### src/sv/ggvc_pkg.sv
package ggvc_pkg;

  localparam int VW  = 60;
  localparam int RW  = 52;
  localparam int ZW  = 33;
  localparam int EXW = RW - 16;

  localparam logic signed [63:0] GAIN_Q30        = 64'sd652032874;
  localparam logic signed [18:0] FWD_GAIN_Q16    = 19'sd72090;
  localparam logic        [33:0] FWD_DROP_Q16    = 34'd64881;
  localparam logic signed [50:0] STRAFE_GAIN_Q16 = 51'sd6554;
  localparam logic signed [36:0] PATH_TURN_Q16   = 37'sd452952;
  localparam logic signed [36:0] HEAD_TURN_Q16   = 37'sd247065;
  localparam logic signed [EXW-1:0] SWITCH_Q16   = EXW'(19661);

  typedef enum logic [2:0] {
    REG_GOAL_X  = 3'd0,
    REG_GOAL_Y  = 3'd1,
    REG_GOAL_QW = 3'd2,
    REG_GOAL_QX = 3'd3,
    REG_GOAL_QY = 3'd4,
    REG_GOAL_QZ = 3'd5
  } cfg_reg_t;

  typedef struct packed {
    logic signed [31:0] pos_x;
    logic signed [31:0] pos_y;
    logic signed [15:0] quat_w;
    logic signed [15:0] quat_x;
    logic signed [15:0] quat_y;
    logic signed [15:0] quat_z;
  } in_t;

  typedef struct packed {
    logic signed [31:0] forward_speed;
    logic signed [31:0] strafe_speed;
    logic signed [31:0] turn_rate;
  } out_t;

  typedef struct packed {
    logic signed [VW-1:0] x;
    logic signed [VW-1:0] y;
    logic        [31:0]   acc;
    logic                 zero;
  } vec_t;

  typedef struct packed {
    vec_t                 yaw;
    vec_t                 gyaw;
    vec_t                 brg;
    logic signed [RW-1:0] rx;
    logic signed [RW-1:0] ry;
  } vstage_t;

  typedef struct packed {
    logic signed [RW-1:0] x;
    logic signed [RW-1:0] y;
    logic signed [ZW-1:0] z;
    logic signed [15:0]   ep;
    logic signed [15:0]   eh;
  } rstage_t;

  function automatic logic [31:0] atan_val(input logic [4:0] idx);
    logic [31:0] v;
    case (idx)
      5'd0:    v = 32'd536870912;
      5'd1:    v = 32'd316933406;
      5'd2:    v = 32'd167458907;
      5'd3:    v = 32'd85004756;
      5'd4:    v = 32'd42667331;
      5'd5:    v = 32'd21354465;
      5'd6:    v = 32'd10680862;
      5'd7:    v = 32'd5340245;
      5'd8:    v = 32'd2670163;
      5'd9:    v = 32'd1335087;
      5'd10:   v = 32'd667544;
      5'd11:   v = 32'd333772;
      5'd12:   v = 32'd166886;
      5'd13:   v = 32'd83443;
      5'd14:   v = 32'd41722;
      5'd15:   v = 32'd20861;
      5'd16:   v = 32'd10430;
      5'd17:   v = 32'd5215;
      5'd18:   v = 32'd2608;
      5'd19:   v = 32'd1304;
      5'd20:   v = 32'd652;
      5'd21:   v = 32'd326;
      5'd22:   v = 32'd163;
      5'd23:   v = 32'd81;
      default: v = 32'd0;
    endcase
    return v;
  endfunction

  function automatic logic signed [31:0] rnd_sat(input logic signed [63:0] v);
    logic signed [63:0] t;
    logic signed [31:0] r;
    t = (v + 64'sd32768) >>> 16;
    if (t > 64'sd2147483647) begin
      r = 32'sh7fffffff;
    end else if (t < -64'sd2147483648) begin
      r = 32'sh80000000;
    end else begin
      r = t[31:0];
    end
    return r;
  endfunction

endpackage

### src/sv/ggvc_rot_cell.sv
module ggvc_rot_cell #(
  parameter int IDX = 0
) (
  input  logic              clk,
  input  logic              en,
  input  ggvc_pkg::rstage_t d_i,
  output ggvc_pkg::rstage_t d_o
);

  ggvc_pkg::rstage_t d_r, d_nxt;
  logic signed [ggvc_pkg::RW-1:0] xs, ys;
  logic signed [ggvc_pkg::ZW-1:0] at;

  always_comb begin
    xs    = d_i.x >>> IDX;
    ys    = d_i.y >>> IDX;
    at    = $signed({1'b0, ggvc_pkg::atan_val(5'(IDX))});
    d_nxt = d_i;
    if (d_i.z >= 0) begin
      d_nxt.x = d_i.x - ys;
      d_nxt.y = d_i.y + xs;
      d_nxt.z = d_i.z - at;
    end else begin
      d_nxt.x = d_i.x + ys;
      d_nxt.y = d_i.y - xs;
      d_nxt.z = d_i.z + at;
    end
  end

  always_ff @(posedge clk) begin
    if (en) begin
      d_r <= d_nxt;
    end
  end

  assign d_o = d_r;

endmodule

### config.mk
export PLATFORM = sky130hd
export DESIGN_NAME = ggvc_rot_cell
export DESIGN_NICKNAME = d
export VERILOG_FILES = /design/src/sv/ggvc_pkg.sv /design/src/sv/ggvc_rot_cell.sv
export SDC_FILE = /design/constraint.sdc
export NUM_CORES = 1
export LEC_CHECK = 0
export BUFFER_PORTS_ARGS = -buffer_cell sky130_fd_sc_hd__buf_2
export CAP_MARGIN = 20
export CORE_AREA = 2 2 171 173
export CTS_CLUSTER_DIAMETER = 100
export DETAILED_ROUTE_END_ITERATION = 10
export DIE_AREA = 0 0 173 175
export PLACE_DENSITY_LB_ADDON = 0.2
export SLEW_MARGIN = 20
export SYNTH_ARGS = -nofsm -noshare
export SYNTH_HDL_FRONTEND = slang
export SYNTH_SLANG_ARGS = --single-unit
### constraint.sdc
create_clock -name clk -period 4.44 [get_ports clk]
set_clock_uncertainty 0.05 [all_clocks]
set_input_delay 0.888 -clock clk [delete_from_list [all_inputs] [get_ports clk]]
set_output_delay 0.888 -clock clk [all_outputs]
set_load 0.05 [all_outputs]
# Word-level counts from Yosys, hierarchy flattened
# Index checks and enable logic that the tools add are counted.
# totals
input_bits	171
regBits	169
# op_classes
add_sub_neg	5
mux	1
order_cmp	1
# ops
cell	count
$mux W137	1
$sub A52 B52 Y52	2
$add A52 B52 Y52	1
$add A33 B31 Y33 const B	1
$ge A33 B1 Y1 const B	1
$sub A33 B31 Y33 const B	1

# Depth between registers and ports, before layout
# logic_depth
word_depth	2
depth_mapped	14
depth_no_buf	13

# Worst setup path after synthesis
# No wires, ideal clock.
# synth_path
kind	in2reg
from	input port d_i[65] (netlist name)
to	register d_r, in the netlist d_o[113], data pin
path_slack_ns	0.538
setup_ns	0.259
n_path_buf	0
stages	13
t_arrival_ns	3.594
t_required_ns	4.131
path_cell_list	ha_1 inv_1 fa_1 o21ba_1 a2111o_1 a2111oi_2 o311a_1 o21ai_2 a31oi_4 o211ai_2 o41ai_4 o41ai_1 a211o_1
# synth_rtl
element	line_no	source
start, declared	ggvc_rot_cell.sv:6	input ggvc_pkg::rstage_t d_i,
end signal, assigned	ggvc_rot_cell.sv:32	d_r <= d_nxt;
end, declared	ggvc_rot_cell.sv:10	ggvc_pkg::rstage_t d_r, d_nxt;

==> results_dict.tcl <==
set metrics [dict create \
    status "complete, no violations" \
    initial_utilization 0.5229 \
    grt_pass1_wl_um 81360 \
    cts_htree_levels 4 \
    drive_gt1_frac 0.2589 \
    grt_setup_unrepaired "no" \
    yosysUniqueCellTypes 81 \
    track_usage 0.3463 \
    hold_viol_final 0 \
    syn_inst 1669 \
    numPortBuffers 339 \
    crit_chain "buf_2, ha_1, inv_1, fa_1, o21ba_1, a2111o_1, a2111oi_2, o311a_1, o21ai_2, a31oi_4, o211ai_2, o41ai_4, o41ai_1, a211o_1" \
    cp_max_fo 4 \
    grt_max_degree 146 \
    finish.instance_area_um2 18430 \
    yosys.area.top_type "edfxtp_1" \
    synth.area.top_cells "edfxtp_1, ha_1, a21oi_1" \
    fmax_mhz 248.4 \
    grt_pass1_vias 14100 \
    drt_iter0_markers 1537 \
    async_flop_share 0 \
    critical-path-max-stage-delay_ns 0.46 \
    place_hpwl_um 43560 \
    cp.required_ns 4.59 \
    wirelength_um 53830 \
    die_area_um2 30280 \
    crit_family "compound AO/OA/AOI/OAI gates" \
    synth-edff-count 168 \
    fin_setup_tns_ns 0 \
    area_delta_synth_final_pct 24.12 \
    peakVddDrop_uv 221.7 \
    clock_sinks 168 \
    crit_type "primary input to register" \
    total_power_mw 6.512 \
    gp_congestion 1.021 \
    min_period_over_period 0.9068 \
    min_path_type "primary input to register" \
    p_leak_nw 8.282 \
    core_area_um2 28390 \
    ys_seq_elements 168 \
    die_height_um 175 \
    path_clk_slew_ns 0.08 \
    fin_crit_ns 4.026 \
    firstDrtPassIters 6 \
    final_util 0.6490 \
    end_kind "register" \
    maxCapViolations 0 \
    cts_resized 0 \
    p_per_area_nw_per_um2 353.4 \
    gr-total-overflow 0 \
    wl_per_cell_um 21.61 \
    cts_hold_buf 0 \
    syn_avg_cell_area_um2 8.895 \
    finalSetupViolCount 0 \
    cts_setup_buffers 0 \
    cts_tree "yes" \
    ant_nets 0 \
    row_count 62 \
    root_buffer "clkbuf_16" \
    max_slew.worst_pin.slew_ns 0.7096 \
    min_path_cells 1 \
    vias 14830 \
    syn_area_um2 14850 \
    via_per_inst 5.954 \
    placed_area_um2 17800 \
    drv_slew 0 \
    synth_ff_type "edfxtp_1" \
    ioPinCount 340 \
    cts_made_buffers 17 \
    start_kind "primary input" \
    syn_nets 2015 \
    holdWs_ns 0.5643 \
    die_w_um 173 \
    grt_antenna_before_repair 3 \
    critPathArrivalTime_ns 4.18 \
    largest_reg_flops 168 \
    cts_buffer_depth 2 \
    ys_seq_area_frac 0.3398 \
    max_slew_margin 0.5269 \
    drc 0 \
    final_nets 2438 \
    yosys.area.top_type_share 0.3398 \
    yosys_warnings 0 \
    path_buf_inv 2 \
    crit_slowest_cell "a2111o_1" \
    crit_cells 14 \
]
==> per-stage QoR <==
step | cells | setup WS [ns]
finish | 2491 | 0.4140
floorplan | 1669 | 0.5375
detailed placement | 2457 | 0.02509
CTS | 2489 | 0.4747
global route | 2490 | 0.2591
global placement | 2457 | 0.08426
==> routing by layer <==
layer / GRT usage / up-vias / wire, um / part of all wire
met4: 0.1183 / 4 / 1791 / 0.033
li1: - / 6895 / - / -
met5: 0 / - / 23 / 0.00043
met3: 0.06506 / 128 / 4718 / 0.088
met1: 0.4613 / 6960 / 22400 / 0.42
met2: 0.5673 / 844 / 24890 / 0.46
==> Yosys cell counts, types with 4 or more instances <==
cell type,n
and3_1,8
fa_1,4
ha_1,171
a221oi_1,4
o31a_1,7
a31o_2,4
clkinv_1,5
o22ai_1,4
o21a_1,20
mux2i_1,26
nand4_1,39
buf_2,12
a211oi_1,16
nand3b_1,4
inv_1,161
o21ai_1,9
a21boi_0,5
or3_1,8
a21oi_1,220
o31ai_1,27
a211o_1,6
or2_2,8
nand2_1,85
nor2_1,120
xor2_1,6
o211ai_1,10
clkbuf_1,43
a31oi_1,14
nand3_1,15
o21bai_1,44
nor4_1,20
a2111oi_0,5
inv_2,5
nor3_1,30
edfxtp_1,168
xnor2_1,94
a21o_1,20
nor2b_1,21
nand2b_1,14
o21ai_0,102
buf_1,18
==> where the power goes <==
group	switching (mW)	internal, mW
sequential	0.0676	2.03
clock	0.795	0.771
combinational	1.99	0.855
total	2.85	3.66
==> layout make-up <==
cell class,count,area [um2]
Multi-Input combinational cell,1255,8855
Sequential cell,168,5045
Inverter,171,641.9
Timing Repair Buffer,479,2781
Fill cell,2472,9966
Clock buffer,17,425.4
Antenna cell,2,5.005
Tap cell,384,480.5
Clock inverter,15,192.7
==> final timing paths <==
| kind | startpoint | end | slack (ns) |
|---|---|---|---|
| min | d_i[49] | d_o[49] | 0.56 |
| max | d_i[65] | d_o[113] | 0.41 |
==> logic make-up after synthesis <==
family,synth area share
compound gates,0.2440
xor+xnor,0.05900
fa+ha+maj,0.1495
buf+inv,0.06372
flops,0.3398
mux,0.01753
simple gates,0.1264
==> layout by cell type (no fill, tap or decap), types with 6 or more instances in the layout <==
cell and count:
clkbuf_16 17, mux2i_1 26, nor2b_1 21, o31ai_1 27, nor4_1 20, a31oi_1 14
a211o_1 6, buf_4 139, inv_1 161, xnor2_1 94, o21ai_1 9, a21o_1 20
xor2_1 6, o21ai_0 102, o211ai_1 10, nand3_1 15, and3_1 8, a21oi_1 220
edfxtp_1 168, or2_2 8, buf_2 337, clkinv_8 6, nand2b_1 14, ha_1 171
o31a_1 7, nand2_1 85, or3_1 8, o21a_1 20, a211oi_1 16, nor3_1 30
o21bai_1 44, nor2_1 120, nand4_1 39
No activity file was read; power rests on OpenSTA's default activity.
