`config.mk`:
```
export PLATFORM = sky130hd
export DESIGN_NAME = ggvc_vec_cell
export DESIGN_NICKNAME = d
export VERILOG_FILES = /design/src/sv/ggvc_pkg.sv /design/src/sv/ggvc_vec_cell.sv
export SDC_FILE = /design/constraint.sdc
export NUM_CORES = 2
export LEC_CHECK = 0
export BUFFER_PORTS_ARGS = -buffer_cell sky130_fd_sc_hd__buf_4
export CORE_AREA = 2 2 445 447
export DETAILED_ROUTE_END_ITERATION = 12
export DIE_AREA = 0 0 447 449
export PLACE_DENSITY = 0.47
export RECOVER_POWER = 100
export SYNTH_ARGS = -nofsm -noshare
export SYNTH_HDL_FRONTEND = slang
export SYNTH_SLANG_ARGS = --single-unit
```
`constraint.sdc`:
```
create_clock -name clk -period 10.6 [get_ports clk]
set_clock_uncertainty 0.2 [all_clocks]
set_input_delay 1.06 -clock clk [delete_from_list [all_inputs] [get_ports clk]]
set_output_delay 1.06 -clock clk [all_outputs]
set_load 0.02 [all_outputs]
```
`src/sv/ggvc_pkg.sv`:
```
package ggvc_pkg;

  localparam int VW  = 60;
  localparam int RW  = 52;
  localparam int ZW  = 33;
  localparam int EXW = RW - 16;

  localparam logic signed [63:0] GAIN_Q30        = 64'sd652032874;
  localparam logic signed [18:0] FWD_GAIN_Q16    = 19'sd72090;
  localparam logic        [33:0] FWD_DROP_Q16    = 34'd64881;
  localparam logic signed [50:0] STRAFE_GAIN_Q16 = 51'sd6554;
  localparam logic signed [36:0] PATH_TURN_Q16   = 37'sd452952;
  localparam logic signed [36:0] HEAD_TURN_Q16   = 37'sd247065;
  localparam logic signed [EXW-1:0] SWITCH_Q16   = EXW'(19661);

  typedef enum logic [2:0] {
    REG_GOAL_X  = 3'd0,
    REG_GOAL_Y  = 3'd1,
    REG_GOAL_QW = 3'd2,
    REG_GOAL_QX = 3'd3,
    REG_GOAL_QY = 3'd4,
    REG_GOAL_QZ = 3'd5
  } cfg_reg_t;

  typedef struct packed {
    logic signed [31:0] pos_x;
    logic signed [31:0] pos_y;
    logic signed [15:0] quat_w;
    logic signed [15:0] quat_x;
    logic signed [15:0] quat_y;
    logic signed [15:0] quat_z;
  } in_t;

  typedef struct packed {
    logic signed [31:0] forward_speed;
    logic signed [31:0] strafe_speed;
    logic signed [31:0] turn_rate;
  } out_t;

  typedef struct packed {
    logic signed [VW-1:0] x;
    logic signed [VW-1:0] y;
    logic        [31:0]   acc;
    logic                 zero;
  } vec_t;

  typedef struct packed {
    vec_t                 yaw;
    vec_t                 gyaw;
    vec_t                 brg;
    logic signed [RW-1:0] rx;
    logic signed [RW-1:0] ry;
  } vstage_t;

  typedef struct packed {
    logic signed [RW-1:0] x;
    logic signed [RW-1:0] y;
    logic signed [ZW-1:0] z;
    logic signed [15:0]   ep;
    logic signed [15:0]   eh;
  } rstage_t;

  function automatic logic [31:0] atan_val(input logic [4:0] idx);
    logic [31:0] v;
    case (idx)
      5'd0:    v = 32'd536870912;
      5'd1:    v = 32'd316933406;
      5'd2:    v = 32'd167458907;
      5'd3:    v = 32'd85004756;
      5'd4:    v = 32'd42667331;
      5'd5:    v = 32'd21354465;
      5'd6:    v = 32'd10680862;
      5'd7:    v = 32'd5340245;
      5'd8:    v = 32'd2670163;
      5'd9:    v = 32'd1335087;
      5'd10:   v = 32'd667544;
      5'd11:   v = 32'd333772;
      5'd12:   v = 32'd166886;
      5'd13:   v = 32'd83443;
      5'd14:   v = 32'd41722;
      5'd15:   v = 32'd20861;
      5'd16:   v = 32'd10430;
      5'd17:   v = 32'd5215;
      5'd18:   v = 32'd2608;
      5'd19:   v = 32'd1304;
      5'd20:   v = 32'd652;
      5'd21:   v = 32'd326;
      5'd22:   v = 32'd163;
      5'd23:   v = 32'd81;
      default: v = 32'd0;
    endcase
    return v;
  endfunction

  function automatic logic signed [31:0] rnd_sat(input logic signed [63:0] v);
    logic signed [63:0] t;
    logic signed [31:0] r;
    t = (v + 64'sd32768) >>> 16;
    if (t > 64'sd2147483647) begin
      r = 32'sh7fffffff;
    end else if (t < -64'sd2147483648) begin
      r = 32'sh80000000;
    end else begin
      r = t[31:0];
    end
    return r;
  endfunction

endpackage

```
`src/sv/ggvc_vec_cell.sv`:
```
module ggvc_vec_cell #(
  parameter int IDX = 0
) (
  input  logic              clk,
  input  logic              en,
  input  ggvc_pkg::vstage_t d_i,
  output ggvc_pkg::vstage_t d_o
);

  ggvc_pkg::vstage_t d_r, d_nxt;

  function automatic ggvc_pkg::vec_t vec_step(input ggvc_pkg::vec_t v);
    logic signed [ggvc_pkg::VW-1:0] xs;
    logic signed [ggvc_pkg::VW-1:0] ys;
    ggvc_pkg::vec_t r;
    xs = v.x >>> IDX;
    ys = v.y >>> IDX;
    r = v;
    if (v.y > 0) begin
      r.x   = v.x + ys;
      r.y   = v.y - xs;
      r.acc = v.acc + ggvc_pkg::atan_val(5'(IDX));
    end else begin
      r.x   = v.x - ys;
      r.y   = v.y + xs;
      r.acc = v.acc - ggvc_pkg::atan_val(5'(IDX));
    end
    return r;
  endfunction

  always_comb begin
    d_nxt      = d_i;
    d_nxt.yaw  = vec_step(d_i.yaw);
    d_nxt.gyaw = vec_step(d_i.gyaw);
    d_nxt.brg  = vec_step(d_i.brg);
  end

  always_ff @(posedge clk) begin
    if (en) begin
      d_r <= d_nxt;
    end
  end

  assign d_o = d_r;

endmodule

```
Word level (Yosys, flattened, before mapping)
Cells that the tools add are included.
{"block": "totals", "in_bits": 565, "output_inout_bits": 563, "word_cells": 35, "reg_bits": 563}
{"block": "classes", "muxes": 3, "addsub": 15, "magnitude_cmp": 3}
{"cell": "$mux W152", "count": 3}
{"cell": "$sub A60 B60 Y60", "count": 6}
{"cell": "$add A60 B60 Y60", "count": 3}
{"cell": "$gt A60 B1 Y1 const B", "count": 3}
{"cell": "$add A32 B30 Y32 const B", "count": 3}
{"cell": "$sub A32 B30 Y32 const B", "count": 3}

Longest topological paths before layout
{"block": "logic_depth", "word_depth": 2, "mapped_depth": 15, "ltp_nobuf": 14}

Worst setup path before layout
OpenSTA, ideal clock, no wires.
{"block": "synth_timing", "kind": "input to register", "from": "in d_i[303] (netlist name)", "to": "reg d_r (netlist bit d_o[341]) (data pin)", "path_slack_ns": 6.192, "arrival_time_ns": 3.936, "required_time_ns": 10.128, "stages": 13, "n_path_buf": 0, "setup_time_ns": 0.272, "cell_sequence": "inv_1 ha_1 or4_4 or3_4 nor2_1 o211ai_1 a211oi_1 o21ai_1 nand3_1 a21o_1 a21oi_1 mux2i_1 or4_1"}
{"element": "start: declaration", "line_no": "ggvc_vec_cell.sv:6", "source": "input ggvc_pkg::vstage_t d_i,"}
{"element": "end signal: assignment", "line_no": "ggvc_vec_cell.sv:40", "source": "d_r <= d_nxt;"}
{"element": "end: declaration", "line_no": "ggvc_vec_cell.sv:10", "source": "ggvc_pkg::vstage_t d_r, d_nxt;"}

==> impl_metrics.tcl <==
set metrics [dict create \
    run_status "finished, violations left" \
    failed_checks "capacitance limit, slew limit" \
    max_slew.worst_pin.slew_ps 5300 \
    crit_type "in -> reg" \
    grt_pass1_wl_um 372000 \
    cp_slowest_stage_delay_ps 2490 \
    synth_largest_type_area_fraction_pct 33.1 \
    synth.yosys.warnings 0 \
    floorplan.rows 163 \
    synth_fp_nets 7054 \
    slew_violations 628 \
    worst_hold_path_type "in -> reg" \
    power.density_mw_per_mm2 147 \
    unrepaired_setup_endpoints_after_global_routing "false" \
    maxSlewHeadroom_pct -253 \
    finalNetCount 8032 \
    max-cap-violations 11 \
    critPathTopFamily "buffers and inverters" \
    io_buffers 1127 \
    num_io_pins 1128 \
    syn_area_per_cell_um2 8.61 \
    design.core.area_mm2 0.196 \
    p_leak_nw 25.1 \
    ys_top_cells_by_count "a21oi_1, ha_1, edfxtp_1" \
    routed_wirelength_um 266000 \
    multi_input_area_mm2 0.0308 \
    start_kind "input port" \
    cts.root.buffer_cell "clkbuf_16" \
    area_growth_pct 22.7 \
    dominantRegCellSynth "edfxtp_1" \
    detail_route.first_pass.iterations 6 \
    die_area_mm2 0.201 \
    ys_async_sr_fraction_pct 0 \
    vias_per_cell 5.33 \
    final_period_minus_worst_setup_slack_ps 7760 \
    synthMostInstantiatedCell "a21oi_1" \
    cp_data_arrival_time_ps 8010 \
    seq_area_mm2 0.0168 \
    clkSlewWorstSetupHoldPaths_ps 60 \
    overflow 0 \
    cts_buffers 79 \
    report.final.setup_viol 0 \
    cp-end-kind "flip-flop" \
    finalSetupTns_ps 0 \
    pin_count_of_the_biggest_net_entering_global_routing 143 \
    post_cts_resize_count 0 \
    starting_density_pct 25.9 \
    largest_reg_flops 560 \
    final_hold_viol_count 0 \
    die_h_um 449 \
    synth_area_leader_cell "edfxtp_1" \
    crit_path_frequent_cell "clkbuf_1" \
    dr_total_vias 51218 \
    final_antenna_net_count 0 \
    path_max_fanout 64 \
    post-route-drc-count 0 \
    dp.final_hpwl_um 220000 \
    cts_tree "done" \
    cts.htree.levels 3 \
    grt_usage_pct 25.3 \
    grt_antenna_before_repair 68 \
    post_synth_inst_count 5898 \
    synth_top_cells_by_area "edfxtp_1, ha_1, a21oi_1, xnor2_1, inv_1" \
    yosysUniqueCellTypes 92 \
    worst-endpoint-required_ps 10860 \
    drt-initial-drc-count 4799 \
    cts.sink_count 560 \
    synth.cell_area_mm2 0.0508 \
    ratio_of_cells_with_drive_above_1_in_the_final_layout_pct 11.1 \
    grt_pass1_vias 50295 \
    crit_path_cell_trace "clkbuf_1 -> nor4_1 -> nand3_1 -> nor2_1 -> a41oi_4 -> clkbuf_1 -> clkbuf_1 -> nor4_1 -> a31o_2 -> or4_1" \
    synth-seq-area-share_pct 33.1 \
    post_cts.repair.setup_buffers 0 \
    synth_edf_count 560 \
    fill_cell_instance_count_of_the_final_layout 21487 \
    synth-seq-cells 560 \
    cts_buffer_depth 3 \
    gp_routability_congestion 0.985 \
    chipWidth_um 447 \
    wire_per_inst_um 27.7 \
    slowest_stage "clkbuf_1" \
    critical_path.n_buffers_inverters 3 \
    finalCoreUtilization_pct 31.7 \
    cts_hold_repair_buffers 0 \
    vdd.ir_drop.worst_v 0.000120 \
    period_share_pct 73.2 \
    timing.fmax_mhz 129 \
]
[cells by family after synthesis]
logic type	count (synthesis)	synth area share, %
flops	560	33.1
xor+xnor	353	6.09
compound gates	2025	24.6
simple gates	1453	13.6
fa+ha+maj	591	14.7
buf+inv	836	6.23
mux	80	1.58
[stage by stage]
stage	instances	power, mW	hold WS (ps)	instance area (um^2)	setup slack [ps]
after CTS	9577	9.50	220	64500	5490
after detailed placement	9435	6.63	1040	61800	4670
after global placement	9435	6.65	1040	61800	4670
after floorplan	5898	4.96	959	50800	6190
after global routing	9616	9.57	267	62300	2680
final	9618	9.16	318	62300	2840
[report_power, final]
| part | internal (mW) | total (mW) | switching, mW |
|---|---|---|---|
| logic | 1.01 | 3.36 | 2.35 |
| clock network | 1.61 | 2.79 | 1.17 |
| registers | 2.86 | 3.02 | 0.158 |
| total | 5.48 | 9.16 | 3.68 |
[cells in the final DEF, fill, tap and decap left out, types with 22 or more instances in the layout]
cell type / instances
o21ai_1: 66
xnor2_1: 331
clkinv_1: 23
nand3_1: 83
o21bai_1: 162
a211oi_1: 46
o211ai_1: 62
nor4_1: 98
edfxtp_1: 560
a21o_1: 101
clkbuf_1: 611
nor2b_1: 45
clkbuf_16: 80
diode_2: 41
a21oi_1: 816
ha_1: 579
nand4_1: 127
a31oi_1: 46
nand2b_1: 43
mux2i_1: 78
xor2_1: 22
o21ai_0: 337
nor2_1: 499
inv_1: 521
nor3_1: 101
o31ai_1: 77
o21a_1: 48
clkbuf_4: 177
inv_2: 42
buf_4: 379
nand2_1: 323
or3_1: 27
[area by class of cell]
type / count / share of cell area, %
timing repair buffer: 1156 / 10.4
sequential: 560 / 27.0
tap: 2640 / 5.30
antenna: 41 / 0.165
clock buffer: 93 / 3.29
inverter: 577 / 3.48
clock inverter: 49 / 0.900
multi-input combinational: 4502 / 49.5
[routing by layer]
layer / vias up / track usage, % / wire length [um]
li1: 23392 / - / -
met1: 25070 / 31.9 / 110000
met2: 2294 / 40.6 / 124000
met3: 450 / 4.32 / 17500
met4: 12 / 14.7 / 15000
met5: - / 0 / 77
[final timing paths]
check                 startpoint  slack [ps]  endpoint  cells past startpoint
worst max-delay path    d_i[323]        2840  d_o[341]                     10
worst min-delay path    d_i[276]         320  d_o[276]                      1
Note: power is estimated with default switching activity, not from simulation.
